$ cat src/rtl/fpcs_pkg.sv
`default_nettype none

package fpcs_pkg;

  localparam int unsigned MAX_POINTS_DEF = 64;
  localparam int unsigned CH_W           = 8;
  localparam int unsigned NUM_CH         = 3;
  localparam int unsigned IDX_W          = 6;
  localparam int unsigned CNT_W          = 7;
  localparam int unsigned SQ_W           = 2 * CH_W;
  localparam int unsigned DIST_W         = 18;
  localparam int unsigned MIN_PICKS      = 2;
  localparam int unsigned MAX_PICKS      = 64;

  typedef logic [NUM_CH-1:0][CH_W-1:0] point_t;

  typedef enum logic [3:0] {
    ST_LOAD,
    ST_CHECK,
    ST_FEW,
    ST_ROW,
    ST_PAIR,
    ST_PAIR_DRAIN,
    ST_EMIT_J,
    ST_EMIT_I,
    ST_SWEEP_W,
    ST_DRAIN_W,
    ST_ANCH_J,
    ST_SWEEP_M,
    ST_DRAIN_M,
    ST_EMIT_B,
    ST_DONE
  } state_e;

  // what the compare stage does with a streamed point
  typedef enum logic [1:0] {
    CMP_NONE,
    CMP_PAIR,
    CMP_WRITE,
    CMP_MIN
  } cmp_e;

  // where the store read address comes from
  typedef enum logic [2:0] {
    SRC_NONE,
    SRC_ROW,
    SRC_COL,
    SRC_BI,
    SRC_BJ,
    SRC_BEST
  } src_e;

  typedef struct packed {
    logic load_en;
    logic clr_run;
    logic row_init;
    logic row_next;
    logic col_from_row;
    logic col_clr;
    src_e rd_src;
    cmp_e cmp;
    logic anchor;
    logic emit;
    logic set_chosen;
    logic few;
  } cmd_t;

  typedef struct packed {
    logic in_valid;
    logic in_final;
    logic too_few;
    logic row_last;
    logic col_last;
    logic pipe_empty;
    logic out_free;
    logic last_pick;
  } sts_t;

endpackage

`default_nettype wire

$ cat src/rtl/fpcs_if.sv
`default_nettype none

interface fpcs_pt_if import fpcs_pkg::*; ();
  logic            valid;
  logic            ready;
  logic [CH_W-1:0] blue;
  logic [CH_W-1:0] green;
  logic [CH_W-1:0] red;
  logic            final_point;

  modport source (output valid, blue, green, red, final_point, input ready);
  modport sink (input valid, blue, green, red, final_point, output ready);
endinterface

interface fpcs_pick_if import fpcs_pkg::*; ();
  logic             valid;
  logic             ready;
  logic [IDX_W-1:0] pick_index;
  logic [CH_W-1:0]  pick_blue;
  logic [CH_W-1:0]  pick_green;
  logic [CH_W-1:0]  pick_red;
  logic             too_few;
  logic             run_end;

  modport source (output valid, pick_index, pick_blue, pick_green, pick_red, too_few,
                  run_end, input ready);
  modport sink (input valid, pick_index, pick_blue, pick_green, pick_red, too_few,
                run_end, output ready);
endinterface

interface fpcs_cfg_if import fpcs_pkg::*; ();
  logic             valid;
  logic             ready;
  logic [CNT_W-1:0] select_count;

  modport source (output valid, select_count, input ready);
  modport sink (input valid, select_count, output ready);
endinterface

`default_nettype wire

$ cat src/rtl/farthest_point_color_sampler.sv
// loading: one point item per cycle while idle, not during a selection; no result for a
// point without the final flag; after the final item, n points, c picks: a sweep over all
// point pairs, then nearest-distance sweeps when c exceeds 2, plus drain and emit states;
// one store read a cycle, and each result waits while the receiver stalls
// too few points: the single result follows ST_CHECK and ST_FEW; reset clears control,
// counts, chosen flags and select_count (to 2), not the point or distance stores
`default_nettype none

module farthest_point_color_sampler import fpcs_pkg::*; #(
  parameter int unsigned MAX_POINTS = MAX_POINTS_DEF
) (
  input logic         clk_i,
  input logic         rst_ni,
  fpcs_pt_if.sink     pt_i,
  fpcs_pick_if.source pick_o,
  fpcs_cfg_if.sink    cfg_i
);

  cmd_t cmd;
  sts_t sts;

  fpcs_ctrl u_ctrl (
    .clk_i  (clk_i),
    .rst_ni (rst_ni),
    .sts_i  (sts),
    .cmd_o  (cmd)
  );

  fpcs_dp #(
    .MAX_POINTS (MAX_POINTS)
  ) u_dp (
    .clk_i  (clk_i),
    .rst_ni (rst_ni),
    .cmd_i  (cmd),
    .sts_o  (sts),
    .pt_i   (pt_i),
    .pick_o (pick_o),
    .cfg_i  (cfg_i)
  );

`ifndef SYNTHESIS
  a_few_ends_run: assert property (@(posedge clk_i) disable iff (!rst_ni)
    pick_o.valid && pick_o.too_few |-> pick_o.run_end)
    else $error("too_few result without run_end");

  a_load_when_idle: assert property (@(posedge clk_i) disable iff (!rst_ni)
    pt_i.valid && pt_i.ready |-> sts.pipe_empty)
    else $error("item accepted while selection in flight");

  a_emit_needs_room: assert property (@(posedge clk_i) disable iff (!rst_ni)
    cmd.emit || cmd.few |-> sts.out_free)
    else $error("result issued while output register busy");
`endif

endmodule

`default_nettype wire

$ cat src/rtl/fpcs_ctrl.sv
`default_nettype none

module fpcs_ctrl import fpcs_pkg::*; (
  input  logic clk_i,
  input  logic rst_ni,
  input  sts_t sts_i,
  output cmd_t cmd_o
);

  state_e state_q, state_d;

  always_ff @(posedge clk_i or negedge rst_ni) begin
    if (!rst_ni) begin
      state_q <= ST_LOAD;
    end else begin
      state_q <= state_d;
    end
  end

  always_comb begin
    state_d = state_q;
    case (state_q)
      ST_LOAD: begin
        if (sts_i.in_valid && sts_i.in_final) state_d = ST_CHECK;
      end
      ST_CHECK: begin
        state_d = sts_i.too_few ? ST_FEW : ST_ROW;
      end
      ST_FEW: begin
        if (sts_i.out_free) state_d = ST_DONE;
      end
      ST_ROW: begin
        state_d = ST_PAIR;
      end
      ST_PAIR: begin
        if (sts_i.col_last) state_d = sts_i.row_last ? ST_PAIR_DRAIN : ST_ROW;
      end
      ST_PAIR_DRAIN: begin
        if (sts_i.pipe_empty) state_d = ST_EMIT_J;
      end
      ST_EMIT_J: begin
        if (sts_i.out_free) state_d = ST_EMIT_I;
      end
      ST_EMIT_I: begin
        if (sts_i.out_free) state_d = sts_i.last_pick ? ST_DONE : ST_SWEEP_W;
      end
      ST_SWEEP_W: begin
        if (sts_i.col_last) state_d = ST_DRAIN_W;
      end
      ST_DRAIN_W: begin
        if (sts_i.pipe_empty) state_d = ST_ANCH_J;
      end
      ST_ANCH_J: begin
        state_d = ST_SWEEP_M;
      end
      ST_SWEEP_M: begin
        if (sts_i.col_last) state_d = ST_DRAIN_M;
      end
      ST_DRAIN_M: begin
        if (sts_i.pipe_empty) state_d = ST_EMIT_B;
      end
      ST_EMIT_B: begin
        if (sts_i.out_free) state_d = sts_i.last_pick ? ST_DONE : ST_SWEEP_M;
      end
      ST_DONE: begin
        state_d = ST_LOAD;
      end
      default: begin
        state_d = ST_LOAD;
      end
    endcase
  end

  always_comb begin
    cmd_o = '0;
    case (state_q)
      ST_LOAD: begin
        cmd_o.load_en = 1'b1;
      end
      ST_CHECK: begin
        cmd_o.row_init = !sts_i.too_few;
      end
      ST_FEW: begin
        cmd_o.few = sts_i.out_free;
      end
      ST_ROW: begin
        cmd_o.rd_src       = SRC_ROW;
        cmd_o.anchor       = 1'b1;
        cmd_o.col_from_row = 1'b1;
      end
      ST_PAIR: begin
        cmd_o.rd_src   = SRC_COL;
        cmd_o.cmp      = CMP_PAIR;
        cmd_o.row_next = sts_i.col_last && !sts_i.row_last;
      end
      ST_EMIT_J: begin
        if (sts_i.out_free) begin
          cmd_o.rd_src     = SRC_BJ;
          cmd_o.emit       = 1'b1;
          cmd_o.set_chosen = 1'b1;
        end
      end
      ST_EMIT_I: begin
        if (sts_i.out_free) begin
          cmd_o.rd_src     = SRC_BI;
          cmd_o.emit       = 1'b1;
          cmd_o.anchor     = 1'b1;
          cmd_o.set_chosen = 1'b1;
          cmd_o.col_clr    = 1'b1;
        end
      end
      ST_SWEEP_W: begin
        cmd_o.rd_src = SRC_COL;
        cmd_o.cmp    = CMP_WRITE;
      end
      ST_ANCH_J: begin
        cmd_o.rd_src  = SRC_BJ;
        cmd_o.anchor  = 1'b1;
        cmd_o.col_clr = 1'b1;
      end
      ST_SWEEP_M: begin
        cmd_o.rd_src = SRC_COL;
        cmd_o.cmp    = CMP_MIN;
      end
      ST_EMIT_B: begin
        if (sts_i.out_free) begin
          cmd_o.rd_src     = SRC_BEST;
          cmd_o.emit       = 1'b1;
          cmd_o.anchor     = 1'b1;
          cmd_o.set_chosen = 1'b1;
          cmd_o.col_clr    = 1'b1;
        end
      end
      ST_DONE: begin
        cmd_o.clr_run = 1'b1;
      end
      default: begin
        cmd_o = '0;
      end
    endcase
  end

endmodule

`default_nettype wire

$ cat src/rtl/fpcs_dp.sv
`default_nettype none

module fpcs_dp import fpcs_pkg::*; #(
  parameter int unsigned MAX_POINTS = MAX_POINTS_DEF
) (
  input  logic        clk_i,
  input  logic        rst_ni,
  input  cmd_t        cmd_i,
  output sts_t        sts_o,
  fpcs_pt_if.sink     pt_i,
  fpcs_pick_if.source pick_o,
  fpcs_cfg_if.sink    cfg_i
);

  localparam int unsigned IW = (MAX_POINTS > 1) ? $clog2(MAX_POINTS) : 1;
  localparam int unsigned CW = $clog2(MAX_POINTS + 1);
  localparam int unsigned WW = (CW > CNT_W) ? CW : CNT_W;

  // configuration
  logic [CNT_W-1:0] sel_cnt_q;
  logic [CNT_W-1:0] cnt_eff;

  assign cfg_i.ready = 1'b1;

  always_ff @(posedge clk_i or negedge rst_ni) begin
    if (!rst_ni) begin
      sel_cnt_q <= CNT_W'(MIN_PICKS);
    end else if (cfg_i.valid) begin
      sel_cnt_q <= cfg_i.select_count;
    end
  end

  always_comb begin
    if (sel_cnt_q < CNT_W'(MIN_PICKS)) begin
      cnt_eff = CNT_W'(MIN_PICKS);
    end else if (sel_cnt_q > CNT_W'(MAX_PICKS)) begin
      cnt_eff = CNT_W'(MAX_PICKS);
    end else begin
      cnt_eff = sel_cnt_q;
    end
  end

  // loading
  logic [CW-1:0] load_cnt_q;
  logic          accept;
  logic          wr_pt;
  point_t        in_pt;

  assign pt_i.ready = cmd_i.load_en;
  assign accept     = pt_i.valid && cmd_i.load_en;
  assign wr_pt      = accept && (load_cnt_q != CW'(MAX_POINTS));
  assign in_pt      = {pt_i.red, pt_i.green, pt_i.blue};

  always_ff @(posedge clk_i or negedge rst_ni) begin
    if (!rst_ni) begin
      load_cnt_q <= '0;
    end else if (cmd_i.clr_run) begin
      load_cnt_q <= '0;
    end else if (wr_pt) begin
      load_cnt_q <= load_cnt_q + CW'(1);
    end
  end

  // sweep counters and read address
  logic [IW-1:0] row_q, col_q, bi_q, bj_q, best_q;
  logic [IW-1:0] rd_addr;
  logic          issue;

  always_comb begin
    case (cmd_i.rd_src)
      SRC_ROW:  rd_addr = row_q;
      SRC_COL:  rd_addr = col_q;
      SRC_BI:   rd_addr = bi_q;
      SRC_BJ:   rd_addr = bj_q;
      SRC_BEST: rd_addr = best_q;
      default:  rd_addr = col_q;
    endcase
  end

  assign issue = (cmd_i.rd_src != SRC_NONE);

  always_ff @(posedge clk_i or negedge rst_ni) begin
    if (!rst_ni) begin
      row_q <= '0;
      col_q <= '0;
    end else begin
      if (cmd_i.row_init) begin
        row_q <= '0;
      end else if (cmd_i.row_next) begin
        row_q <= row_q + IW'(1);
      end
      if (cmd_i.col_from_row) begin
        col_q <= row_q + IW'(1);
      end else if (cmd_i.col_clr) begin
        col_q <= '0;
      end else if (cmd_i.rd_src == SRC_COL) begin
        col_q <= col_q + IW'(1);
      end
    end
  end

  // point store and nearest distance store
  point_t             pt_mem [MAX_POINTS];
  logic [DIST_W-1:0]  nd_mem [MAX_POINTS];
  point_t             rd_pt_q;
  logic [DIST_W-1:0]  rd_nd_q;
  logic               nd_we;
  logic [DIST_W-1:0]  nd_new;
  logic [IW-1:0]      s2_idx_q;

  always_ff @(posedge clk_i) begin
    if (wr_pt) begin
      pt_mem[load_cnt_q[IW-1:0]] <= in_pt;
    end
    rd_pt_q <= pt_mem[rd_addr];
  end

  always_ff @(posedge clk_i) begin
    if (nd_we) begin
      nd_mem[s2_idx_q] <= nd_new;
    end
    rd_nd_q <= nd_mem[rd_addr];
  end

  // stage 1: read data back, squared channel differences against the anchor
  cmp_e                         s1_cmp_q;
  logic                         s1_emit_q, s1_anchor_q, s1_last_q;
  logic [IW-1:0]                s1_idx_q;
  point_t                       anchor_q;
  logic [IW-1:0]                anchor_idx_q;
  logic [NUM_CH-1:0][CH_W-1:0]  abs_d;
  logic [NUM_CH-1:0][SQ_W-1:0]  sq_d;
  logic [CNT_W-1:0]             pick_cnt_q;

  assign sts_o.last_pick = ((pick_cnt_q + CNT_W'(1)) == cnt_eff);

  always_ff @(posedge clk_i or negedge rst_ni) begin
    if (!rst_ni) begin
      s1_cmp_q    <= CMP_NONE;
      s1_emit_q   <= 1'b0;
      s1_anchor_q <= 1'b0;
    end else begin
      s1_cmp_q    <= cmd_i.cmp;
      s1_emit_q   <= cmd_i.emit;
      s1_anchor_q <= cmd_i.anchor;
    end
  end

  always_ff @(posedge clk_i) begin
    if (issue) begin
      s1_idx_q  <= rd_addr;
      s1_last_q <= sts_o.last_pick;
    end
    if (s1_anchor_q) begin
      anchor_q     <= rd_pt_q;
      anchor_idx_q <= s1_idx_q;
    end
  end

  always_comb begin
    for (int c = 0; c < NUM_CH; c++) begin
      abs_d[c] = (rd_pt_q[c] > anchor_q[c]) ? (rd_pt_q[c] - anchor_q[c])
                                            : (anchor_q[c] - rd_pt_q[c]);
      sq_d[c]  = SQ_W'(abs_d[c] * abs_d[c]);
    end
  end

  // stage 2: distance sum, nearest update, pair and argmax compare
  cmp_e                         s2_cmp_q;
  logic [NUM_CH-1:0][SQ_W-1:0]  s2_sq_q;
  logic [DIST_W-1:0]            s2_nd_q;
  logic [DIST_W-1:0]            sum_sq;
  logic [DIST_W-1:0]            bd_q, bestd_q;
  logic                         found_q;
  logic [MAX_POINTS-1:0]        chosen_q;

  always_ff @(posedge clk_i or negedge rst_ni) begin
    if (!rst_ni) begin
      s2_cmp_q <= CMP_NONE;
    end else begin
      s2_cmp_q <= s1_cmp_q;
    end
  end

  always_ff @(posedge clk_i) begin
    s2_idx_q <= s1_idx_q;
    s2_sq_q  <= sq_d;
    s2_nd_q  <= rd_nd_q;
  end

  assign sum_sq = DIST_W'(s2_sq_q[0]) + DIST_W'(s2_sq_q[1]) + DIST_W'(s2_sq_q[2]);
  assign nd_we  = (s2_cmp_q == CMP_WRITE) || (s2_cmp_q == CMP_MIN);
  assign nd_new = ((s2_cmp_q == CMP_WRITE) || (sum_sq < s2_nd_q)) ? sum_sq : s2_nd_q;

  always_ff @(posedge clk_i or negedge rst_ni) begin
    if (!rst_ni) begin
      found_q <= 1'b0;
    end else if (cmd_i.col_clr) begin
      found_q <= 1'b0;
    end else if (s2_cmp_q == CMP_MIN && !chosen_q[s2_idx_q]) begin
      found_q <= 1'b1;
    end
  end

  always_ff @(posedge clk_i) begin
    if (cmd_i.row_init) begin
      bd_q <= '0;
      bi_q <= '0;
      bj_q <= '0;
    end else if (s2_cmp_q == CMP_PAIR && sum_sq > bd_q) begin
      bd_q <= sum_sq;
      bi_q <= anchor_idx_q;
      bj_q <= s2_idx_q;
    end
    // lowest index wins ties: only a strictly larger distance replaces
    if (s2_cmp_q == CMP_MIN && !chosen_q[s2_idx_q] && (!found_q || nd_new > bestd_q)) begin
      bestd_q <= nd_new;
      best_q  <= s2_idx_q;
    end
  end

  always_ff @(posedge clk_i or negedge rst_ni) begin
    if (!rst_ni) begin
      chosen_q   <= '0;
      pick_cnt_q <= '0;
    end else if (cmd_i.clr_run) begin
      chosen_q   <= '0;
      pick_cnt_q <= '0;
    end else begin
      if (cmd_i.set_chosen) chosen_q[rd_addr] <= 1'b1;
      if (cmd_i.emit) pick_cnt_q <= pick_cnt_q + CNT_W'(1);
    end
  end

  // output register
  logic             out_valid_q;
  logic [IDX_W-1:0] out_idx_q;
  point_t           out_pt_q;
  logic             out_few_q, out_end_q;

  always_ff @(posedge clk_i or negedge rst_ni) begin
    if (!rst_ni) begin
      out_valid_q <= 1'b0;
    end else if (s1_emit_q || cmd_i.few) begin
      out_valid_q <= 1'b1;
    end else if (pick_o.ready) begin
      out_valid_q <= 1'b0;
    end
  end

  always_ff @(posedge clk_i) begin
    if (cmd_i.few) begin
      out_idx_q <= '0;
      out_pt_q  <= '0;
      out_few_q <= 1'b1;
      out_end_q <= 1'b1;
    end else if (s1_emit_q) begin
      out_idx_q <= IDX_W'(s1_idx_q);
      out_pt_q  <= rd_pt_q;
      out_few_q <= 1'b0;
      out_end_q <= s1_last_q;
    end
  end

  assign pick_o.valid      = out_valid_q;
  assign pick_o.pick_index = out_idx_q;
  assign pick_o.pick_blue  = out_pt_q[0];
  assign pick_o.pick_green = out_pt_q[1];
  assign pick_o.pick_red   = out_pt_q[2];
  assign pick_o.too_few    = out_few_q;
  assign pick_o.run_end    = out_end_q;

  // status
  assign sts_o.in_valid   = pt_i.valid;
  assign sts_o.in_final   = pt_i.final_point;
  assign sts_o.too_few    = (WW'(load_cnt_q) < WW'(cnt_eff));
  assign sts_o.row_last   = ((CW'(row_q) + CW'(2)) == load_cnt_q);
  assign sts_o.col_last   = ((CW'(col_q) + CW'(1)) == load_cnt_q);
  assign sts_o.pipe_empty = (s1_cmp_q == CMP_NONE) && (s2_cmp_q == CMP_NONE) && !s1_anchor_q;
  assign sts_o.out_free   = !out_valid_q && !s1_emit_q;

endmodule

`default_nettype wire

$ cat src/flat_wrapper.sv
// flat-port wrapper written by rule: the top's interface ports become plain ports
module farthest_point_color_sampler_flat import fpcs_pkg::*;
#(
  parameter int unsigned MAX_POINTS = MAX_POINTS_DEF
)
  (clk_i, rst_ni, pt_i_valid, pt_i_blue, pt_i_green, pt_i_red, pt_i_final_point, pt_i_ready, pick_o_valid, pick_o_pick_index, pick_o_pick_blue, pick_o_pick_green, pick_o_pick_red, pick_o_too_few, pick_o_run_end, pick_o_ready, cfg_i_valid, cfg_i_select_count, cfg_i_ready);
  fpcs_pt_if pt_i_i ();
  fpcs_pick_if pick_o_i ();
  fpcs_cfg_if cfg_i_i ();
  input logic clk_i;
  input logic rst_ni;
  input wire logic [$bits(pt_i_i.valid)-1:0] pt_i_valid;
  input wire logic [$bits(pt_i_i.blue)-1:0] pt_i_blue;
  input wire logic [$bits(pt_i_i.green)-1:0] pt_i_green;
  input wire logic [$bits(pt_i_i.red)-1:0] pt_i_red;
  input wire logic [$bits(pt_i_i.final_point)-1:0] pt_i_final_point;
  output wire logic [$bits(pt_i_i.ready)-1:0] pt_i_ready;
  output wire logic [$bits(pick_o_i.valid)-1:0] pick_o_valid;
  output wire logic [$bits(pick_o_i.pick_index)-1:0] pick_o_pick_index;
  output wire logic [$bits(pick_o_i.pick_blue)-1:0] pick_o_pick_blue;
  output wire logic [$bits(pick_o_i.pick_green)-1:0] pick_o_pick_green;
  output wire logic [$bits(pick_o_i.pick_red)-1:0] pick_o_pick_red;
  output wire logic [$bits(pick_o_i.too_few)-1:0] pick_o_too_few;
  output wire logic [$bits(pick_o_i.run_end)-1:0] pick_o_run_end;
  input wire logic [$bits(pick_o_i.ready)-1:0] pick_o_ready;
  input wire logic [$bits(cfg_i_i.valid)-1:0] cfg_i_valid;
  input wire logic [$bits(cfg_i_i.select_count)-1:0] cfg_i_select_count;
  output wire logic [$bits(cfg_i_i.ready)-1:0] cfg_i_ready;
  assign pt_i_i.valid = pt_i_valid;
  assign pt_i_i.blue = pt_i_blue;
  assign pt_i_i.green = pt_i_green;
  assign pt_i_i.red = pt_i_red;
  assign pt_i_i.final_point = pt_i_final_point;
  assign pt_i_ready = pt_i_i.ready;
  assign pick_o_valid = pick_o_i.valid;
  assign pick_o_pick_index = pick_o_i.pick_index;
  assign pick_o_pick_blue = pick_o_i.pick_blue;
  assign pick_o_pick_green = pick_o_i.pick_green;
  assign pick_o_pick_red = pick_o_i.pick_red;
  assign pick_o_too_few = pick_o_i.too_few;
  assign pick_o_run_end = pick_o_i.run_end;
  assign pick_o_i.ready = pick_o_ready;
  assign cfg_i_i.valid = cfg_i_valid;
  assign cfg_i_i.select_count = cfg_i_select_count;
  assign cfg_i_ready = cfg_i_i.ready;
  farthest_point_color_sampler #(.MAX_POINTS(MAX_POINTS)) u_core (.clk_i(clk_i), .rst_ni(rst_ni), .pt_i(pt_i_i), .pick_o(pick_o_i), .cfg_i(cfg_i_i));
endmodule
$ cat config.mk
export PLATFORM = sky130hd
export DESIGN_NAME = farthest_point_color_sampler_flat
export DESIGN_NICKNAME = d
export VERILOG_FILES = /design/src/rtl/fpcs_pkg.sv /design/src/rtl/fpcs_if.sv /design/src/rtl/farthest_point_color_sampler.sv /design/src/rtl/fpcs_ctrl.sv /design/src/rtl/fpcs_dp.sv /design/src/flat_wrapper.sv
export SDC_FILE = /design/constraint.sdc
export NUM_CORES = 2
export LEC_CHECK = 0
export BUFFER_PORTS_ARGS = -buffer_cell sky130_fd_sc_hd__buf_2
export CAP_MARGIN = 20
export CORE_UTILIZATION = 55
export CTS_CLUSTER_SIZE = 25
export DETAILED_ROUTE_END_ITERATION = 10
export PLACE_DENSITY_LB_ADDON = 0.15
export SKIP_LAST_GASP = 1
export SLEW_MARGIN = 20
export SYNTH_ARGS = -nofsm -noshare
export SYNTH_HDL_FRONTEND = slang
export SYNTH_SLANG_ARGS = --single-unit
$ cat constraint.sdc
create_clock -name clk_i -period 14.9 [get_ports clk_i]
set_input_delay 4.47 -clock clk_i [delete_from_list [all_inputs] [get_ports clk_i]]
set_output_delay 4.47 -clock clk_i [all_outputs]
set_load 0.01 [all_outputs]
Word-level counts from Yosys, hierarchy flattened
Memories as Yosys holds them, arrays and structs flattened. A register that Yosys moved wholly into a read port is not among the register bits.
Index checks and enable logic that the tools add are counted.
{"block": "classes", "add_sub_neg": 14, "multipliers": 3, "n_lt_le_gt_ge": 12, "eq_ne": 37, "n_mux": 62, "bitwise": 1, "reduce_logical": 37}
{"cell": "$mux W64", "count": 2}
{"cell": "$or A64 B64 Y64", "count": 1}
{"cell": "$pmux W4 S14", "count": 1}
{"cell": "$mux W4", "count": 13}
{"cell": "$mul A8 B8 Y16", "count": 3}
{"cell": "$sub A8 B8 Y8", "count": 6}
{"cell": "$mux W7", "count": 6}
{"cell": "$gt A18 B18 Y1", "count": 2}
{"cell": "$mux W6", "count": 5}
{"cell": "$eq A4 B4 Y1 const B", "count": 7}
{"cell": "$gt A8 B8 Y1", "count": 3}
{"cell": "$mux W8", "count": 3}
{"cell": "$pmux W6 S4", "count": 1}
{"cell": "$eq A7 B7 Y1", "count": 3}
{"cell": "$add A17 B16 Y18", "count": 1}
{"cell": "$lt A18 B18 Y1", "count": 1}
{"cell": "$mux W18", "count": 1}
{"cell": "$pmux W3 S6", "count": 1}
{"cell": "$add A16 B16 Y17", "count": 1}
{"cell": "$mux W1", "count": 17}
{"cell": "$eq A4 B3 Y1 const B", "count": 4}
{"cell": "$ne A2 B2 Y1 const B", "count": 8}
{"cell": "$mux W3", "count": 5}
{"cell": "$add A7 B1 Y7 const B", "count": 2}
{"cell": "34 further kinds", "count": 69}
{"block": "word_totals", "register_bits": 304, "ramBits": 2688, "out_inout_bits": 35, "word_cells": 203, "n_memories": 2}
{"name": "u_core.u_dp.pt_mem", "words": 64, "width": 24, "rd": 1, "rd_ports_with_merged_regs": 1, "write_ports": 1, "line": "fpcs_dp.sv:103", "rtl": "point_t pt_mem [MAX_POINTS];"}
{"name": "u_core.u_dp.nd_mem", "words": 64, "width": 18, "rd": 1, "rd_ports_with_merged_regs": 1, "write_ports": 1, "line": "fpcs_dp.sv:104", "rtl": "logic [DIST_W-1:0] nd_mem [MAX_POINTS];"}

Longest topological paths before layout
{"block": "depth", "ltp_word": 13, "depth_mapped": 33, "depth_no_buf": 33}

Cells and area by module
A second synthesis with hierarchy kept.
{"block": "unflattened", "hier_cells": 8714, "area_unflattened_um2": 125532.9}
{"mod": "fpcs_dp", "n_inst": 1, "cells_each": 8630, "area_per_inst_um2": 124911.0, "seq_area_each_um2": 88641.3}
{"mod": "fpcs_ctrl", "n_inst": 1, "cells_each": 84, "area_per_inst_um2": 621.8, "seq_area_each_um2": 100.1}

Least setup slack after synthesis
OpenSTA, ideal clock, no wires.
{"block": "synth_path", "path_type": "register to register", "startpoint": "register u_core.u_dp.s2_sq_q[3] (netlist bit)", "endpoint": "register u_core.u_dp.best_q[0], enable pin", "setup_time_ns": 0.420, "arrival_time_ns": 8.251, "setup_slack_ns": 6.230, "stages_incl_launch_ff": 28, "path_buffers": 1, "path_cell_list": "dfxtp_1 fa_1 ha_1 a21oi_1 o21bai_1 a21oi_1 o21ai_0 a211oi_1 o21bai_1 a21oi_1 xnor2_1 ha_1 nand3_1 nor3_1 nand3_1 a21oi_1 buf_2 mux2i_1 ha_1 o21a_1 o21a_1 o21ai_0 nand2b_1 a21oi_1 o21ai_0 nand3_1 a211o_1 a31oi_1"}
{"block": "synth_via", "elab_chain_len": 8}
{"element": "start, declared", "line": "fpcs_dp.sv:170", "rtl": "logic [NUM_CH-1:0][SQ_W-1:0] s2_sq_q;"}
{"element": "start signal, assigned", "line": "fpcs_dp.sv:187", "rtl": "s2_sq_q <= sq_d;"}
{"element": "$add A16 B16 Y17", "line": "fpcs_dp.sv:191", "rtl": "assign sum_sq = DIST_W'(s2_sq_q[0]) + DIST_W'(s2_sq_q[1]) + DIST_W'(s2_sq_q[2]);"}
{"element": "$add A17 B16 Y18", "line": "fpcs_dp.sv:191"}
{"element": "named net u_core.u_dp.sum_sq[16]", "line": "fpcs_dp.sv:172", "rtl": "logic [DIST_W-1:0] sum_sq;"}
{"element": "$lt A18 B18 Y1", "line": "fpcs_dp.sv:193", "rtl": "assign nd_new = ((s2_cmp_q == CMP_WRITE) || (sum_sq < s2_nd_q)) ? sum_sq : s2_nd_q;"}
{"element": "$logic_or A1 B1 Y1", "line": "fpcs_dp.sv:193"}
{"element": "$mux W18", "line": "fpcs_dp.sv:193"}
{"element": "named net u_core.u_dp.nd_new[2]", "line": "fpcs_dp.sv:108", "rtl": "logic [DIST_W-1:0] nd_new;"}
{"element": "$gt A18 B18 Y1", "line": "fpcs_dp.sv:216", "rtl": "if (s2_cmp_q == CMP_MIN && !chosen_q[s2_idx_q] && (!found_q || nd_new > bestd_q)) begin"}
{"element": "$logic_or A1 B1 Y1", "line": "fpcs_dp.sv:216"}
{"element": "$logic_and A1 B1 Y1", "line": "fpcs_dp.sv:216"}
{"element": "end signal, assigned", "line": "fpcs_dp.sv:218", "rtl": "best_q <= s2_idx_q;"}
{"element": "end, declared", "line": "fpcs_dp.sv:65", "rtl": "logic [IW-1:0] row_q, col_q, bi_q, bj_q, best_q;"}
The timed path passes the listed nets, and every way through them passes these cells.
A chain may end at the register's enable or synchronous reset.

==> flow_summary.ini <==
[die]
die_w_um = 476
design.die.area_um2 = 227000
coreArea_um2 = 223000
start_util_pct = 55.5
io_pins = 72
dieHeight_um = 476
rows = 173

[clock_network]
cts_tree = done
clock-root-buffer = clkbuf_16
post-cts-setup-buffer-count = 0
numCtsBuffers = 325
cts_hold_buf = 0
h-tree-depth = 5
clock_latency_ns = 0.96
clk_pin_slew_ns = 0.06
cts.sinks = 3031
clk_path_buf_depth = 4
ctsResizeCount = 0

[sta]
worstMarginPinSlew_ns = 1.28
rsz0062_at_grt = no
slew_headroom_pct = 15.0
hold_violations = 0
finalMaxSlewViolations = 0
timing.fmax_mhz = 130
period_minus_slack_ns = 7.70
fin_crit_sh_pct = 51.7
fin_worst_skew_ns = 0.0758
setup_violations = 0
finalSetupTns_ns = 0

[yosys]
synth-compound-area-share_pct = 12.0
syn_area_um2 = 124000
synth_simple_gate_area_share_pct = 7.47
syn_inst = 9078
async_reset_ff_share_pct = 3.60
syn_avg_cell_area_um2 = 13.6
synth_fa_ha_area_share_pct = 3.72
ys_ff_latch = 3031
ys_seq_area_share_pct = 71.8
synth_top_family_by_area = compound AO/OA/AOI/OAI gates
yosysUniqueCellTypes = 95
muxShareOfSynthArea_pct = 1.57
synth_warnings = 0
synth-xor-area-share_pct = 0.836
synth_ff_type = edfxtp_1
synth_edf_count = 2749

[worst_setup_path]
slowest_delay_ns = 0.51
crit_type = reg2reg
cpMaxStageDelayCell = fa_1
endpoint_kind = flop
cp-start-kind = flop
worstPathMaxFanout = 8
arrival_ns = 8.53
cp.required_ns = 15.73

[hold_path]
hp-class = reg2reg

[routing]
wl_um = 361000
wl_per_cell_um = 29.0
dr.pass1.iters = 8
drcViolationCount = 0
postRouteAntennaNets = 0
via_count = 78900
drt_iter0_markers = 10400
vias_per_cell = 6.34

[layout]
final-seq-area_um2 = 88700
drive_gt1_share_pct = 10.4
nNetsFinal = 9565
fillers = 16600
multi_input_area_um2 = 32100
layout_commonest_cell = edfxtp_1
layout_common_cells = edfxtp_1 (2749), nand2_1 (1453), a21oi_1 (1390), a22oi_1 (441), clkbuf_16 (331)
synthToLayoutAreaGrowth_pct = 11.7

[grt]
grt_pass1_vias = 75800
antenna_found_initial = 32
grt_start_max_net_pins = 143
grt_usage_pct = 31.7
grt_overflow_total = 0
grt_pass1_wl_um = 521000

[job]
cap_violations = 0

[place]
hpwl_um = 205000
port_buffers = 70
gp_congestion = 0.904

[run_status]
status = finished clean
==> path summary, 6_finish.rpt <==
kind,endpoint,startpoint,depth (start not counted),slack (ns)
max reg2reg,u_core.u_dp.s2_sq_q[15]$_DFF_P_,u_core.u_dp.rd_pt_q[0]$_DFF_P_,31,7.20
min in group asynchronous,u_core.u_dp.sel_cnt_q[3]$_DFFE_PN0P_,rst_ni,1,3.48
min reg2reg,u_core.u_dp.s2_nd_q[7]$_DFF_P_,u_core.u_dp.rd_nd_q[7]$_DFF_P_,0,0.33
min,u_core.u_dp.s2_nd_q[7]$_DFF_P_,u_core.u_dp.rd_nd_q[7]$_DFF_P_,0,0.33
max in group asynchronous,u_core.u_dp.chosen_q[0]$_DFFE_PN0P_,rst_ni,2,10.31
max,u_core.u_dp.s2_sq_q[15]$_DFF_P_,u_core.u_dp.rd_pt_q[0]$_DFF_P_,31,7.20
==> cell usage after synthesis, drive strengths merged, types with 13 or more instances <==
cell	n	area, um^2
xnor2	80	701
a311oi	14	129
xor2	38	333
or2	13	81.3
nand2b	25	164
mux2	32	360
nand4	78	488
mux4	16	360
edfxtp	2749	82500
buf	258	1300
ha	212	2650
o22ai	21	131
nand3	96	480
a21oi	1391	6960
mux2i	121	1220
o211ai	306	2300
a22oi	441	3310
dfrtp	108	2700
a21o	32	241
fa	97	1940
clkbuf	271	1020
nor3	38	226
inv	248	931
dfxtp	173	3460
nor2	422	1610
a211oi	26	205
o21a	17	128
o21ai	86	434
a31oi	17	106
nor2b	24	150
and3	19	119
nand2	1455	5470
==> sequential cells by signal (all words and copies together) (netlist names), 18 cells and up <==
| signal | cells |
|---|---|
| u_core.u_dp.s2_nd_q | 18 |
| u_core.u_dp.rd_nd_q | 18 |
| u_core.u_dp.s2_sq_q | 45 |
| u_core.u_dp.nd_mem | 1152 |
| u_core.u_dp.pt_mem | 1536 |
| u_core.u_dp.rd_pt_q | 24 |
| u_core.u_dp.bd_q | 18 |
| u_core.u_dp.chosen_q | 64 |
| u_core.u_dp.anchor_q | 24 |
| u_core.u_dp.bestd_q | 18 |
==> layout make-up <==
type,instances,area share (%)
Multi-Input combinational cell,5271,23.2
Inverter,249,0.689
Tap cell,2975,2.70
Clock buffer,426,6.37
Timing Repair Buffer,341,1.86
Sequential cell,3031,64.3
Clock inverter,140,0.888
Antenna cell,12,0.0217
==> routing by layer <==
metal  wire, um  GRT usage (%)
met1     142000           44.2
met2     166000           48.7
met3      39400           7.37
met4      13600           12.3
met5         92              0
==> worst max-delay path: cells and delay by family (launching register included) <==
kind | cells | cell delay, ns
compound gates | 10 | 2.19
xor+xnor | 4 | 0.95
fa+ha+maj | 6 | 2.31
buf+inv | 4 | 0.22
flops | 1 | 0.33
mux | 1 | 0.41
simple gates | 6 | 1.23
==> per-stage QoR <==
stage	utilization, %	worst slack, ns	instance area (um^2)	cells	hold WS (ns)
floorplan	-	6.23	124000	9080	0.310
global placement	57.5	7.22	128000	11900	0.316
detailed placement	57.5	7.29	128000	11900	0.314
CTS	62.0	7.23	138000	12400	0.321
global route	62.0	6.56	138000	12400	0.329
finish	62.0	7.20	138000	12400	0.327
==> cells by family (layout without fill, tap and decap cells) <==
logic type	count (synthesis)	after routing
other	2	16
xor gates and xnor gates	118	118
AOI/OAI and AO/OA	2443	2443
DFF	3031	3031
buffers and inverters	778	1156
muxes	169	169
and+or+nand+nor	2228	2228
adders and majority gates	309	309
Power is left out: the tool's default activity adds up to more than one toggle a clock period on the data nets, which glitch-free logic cannot reach.
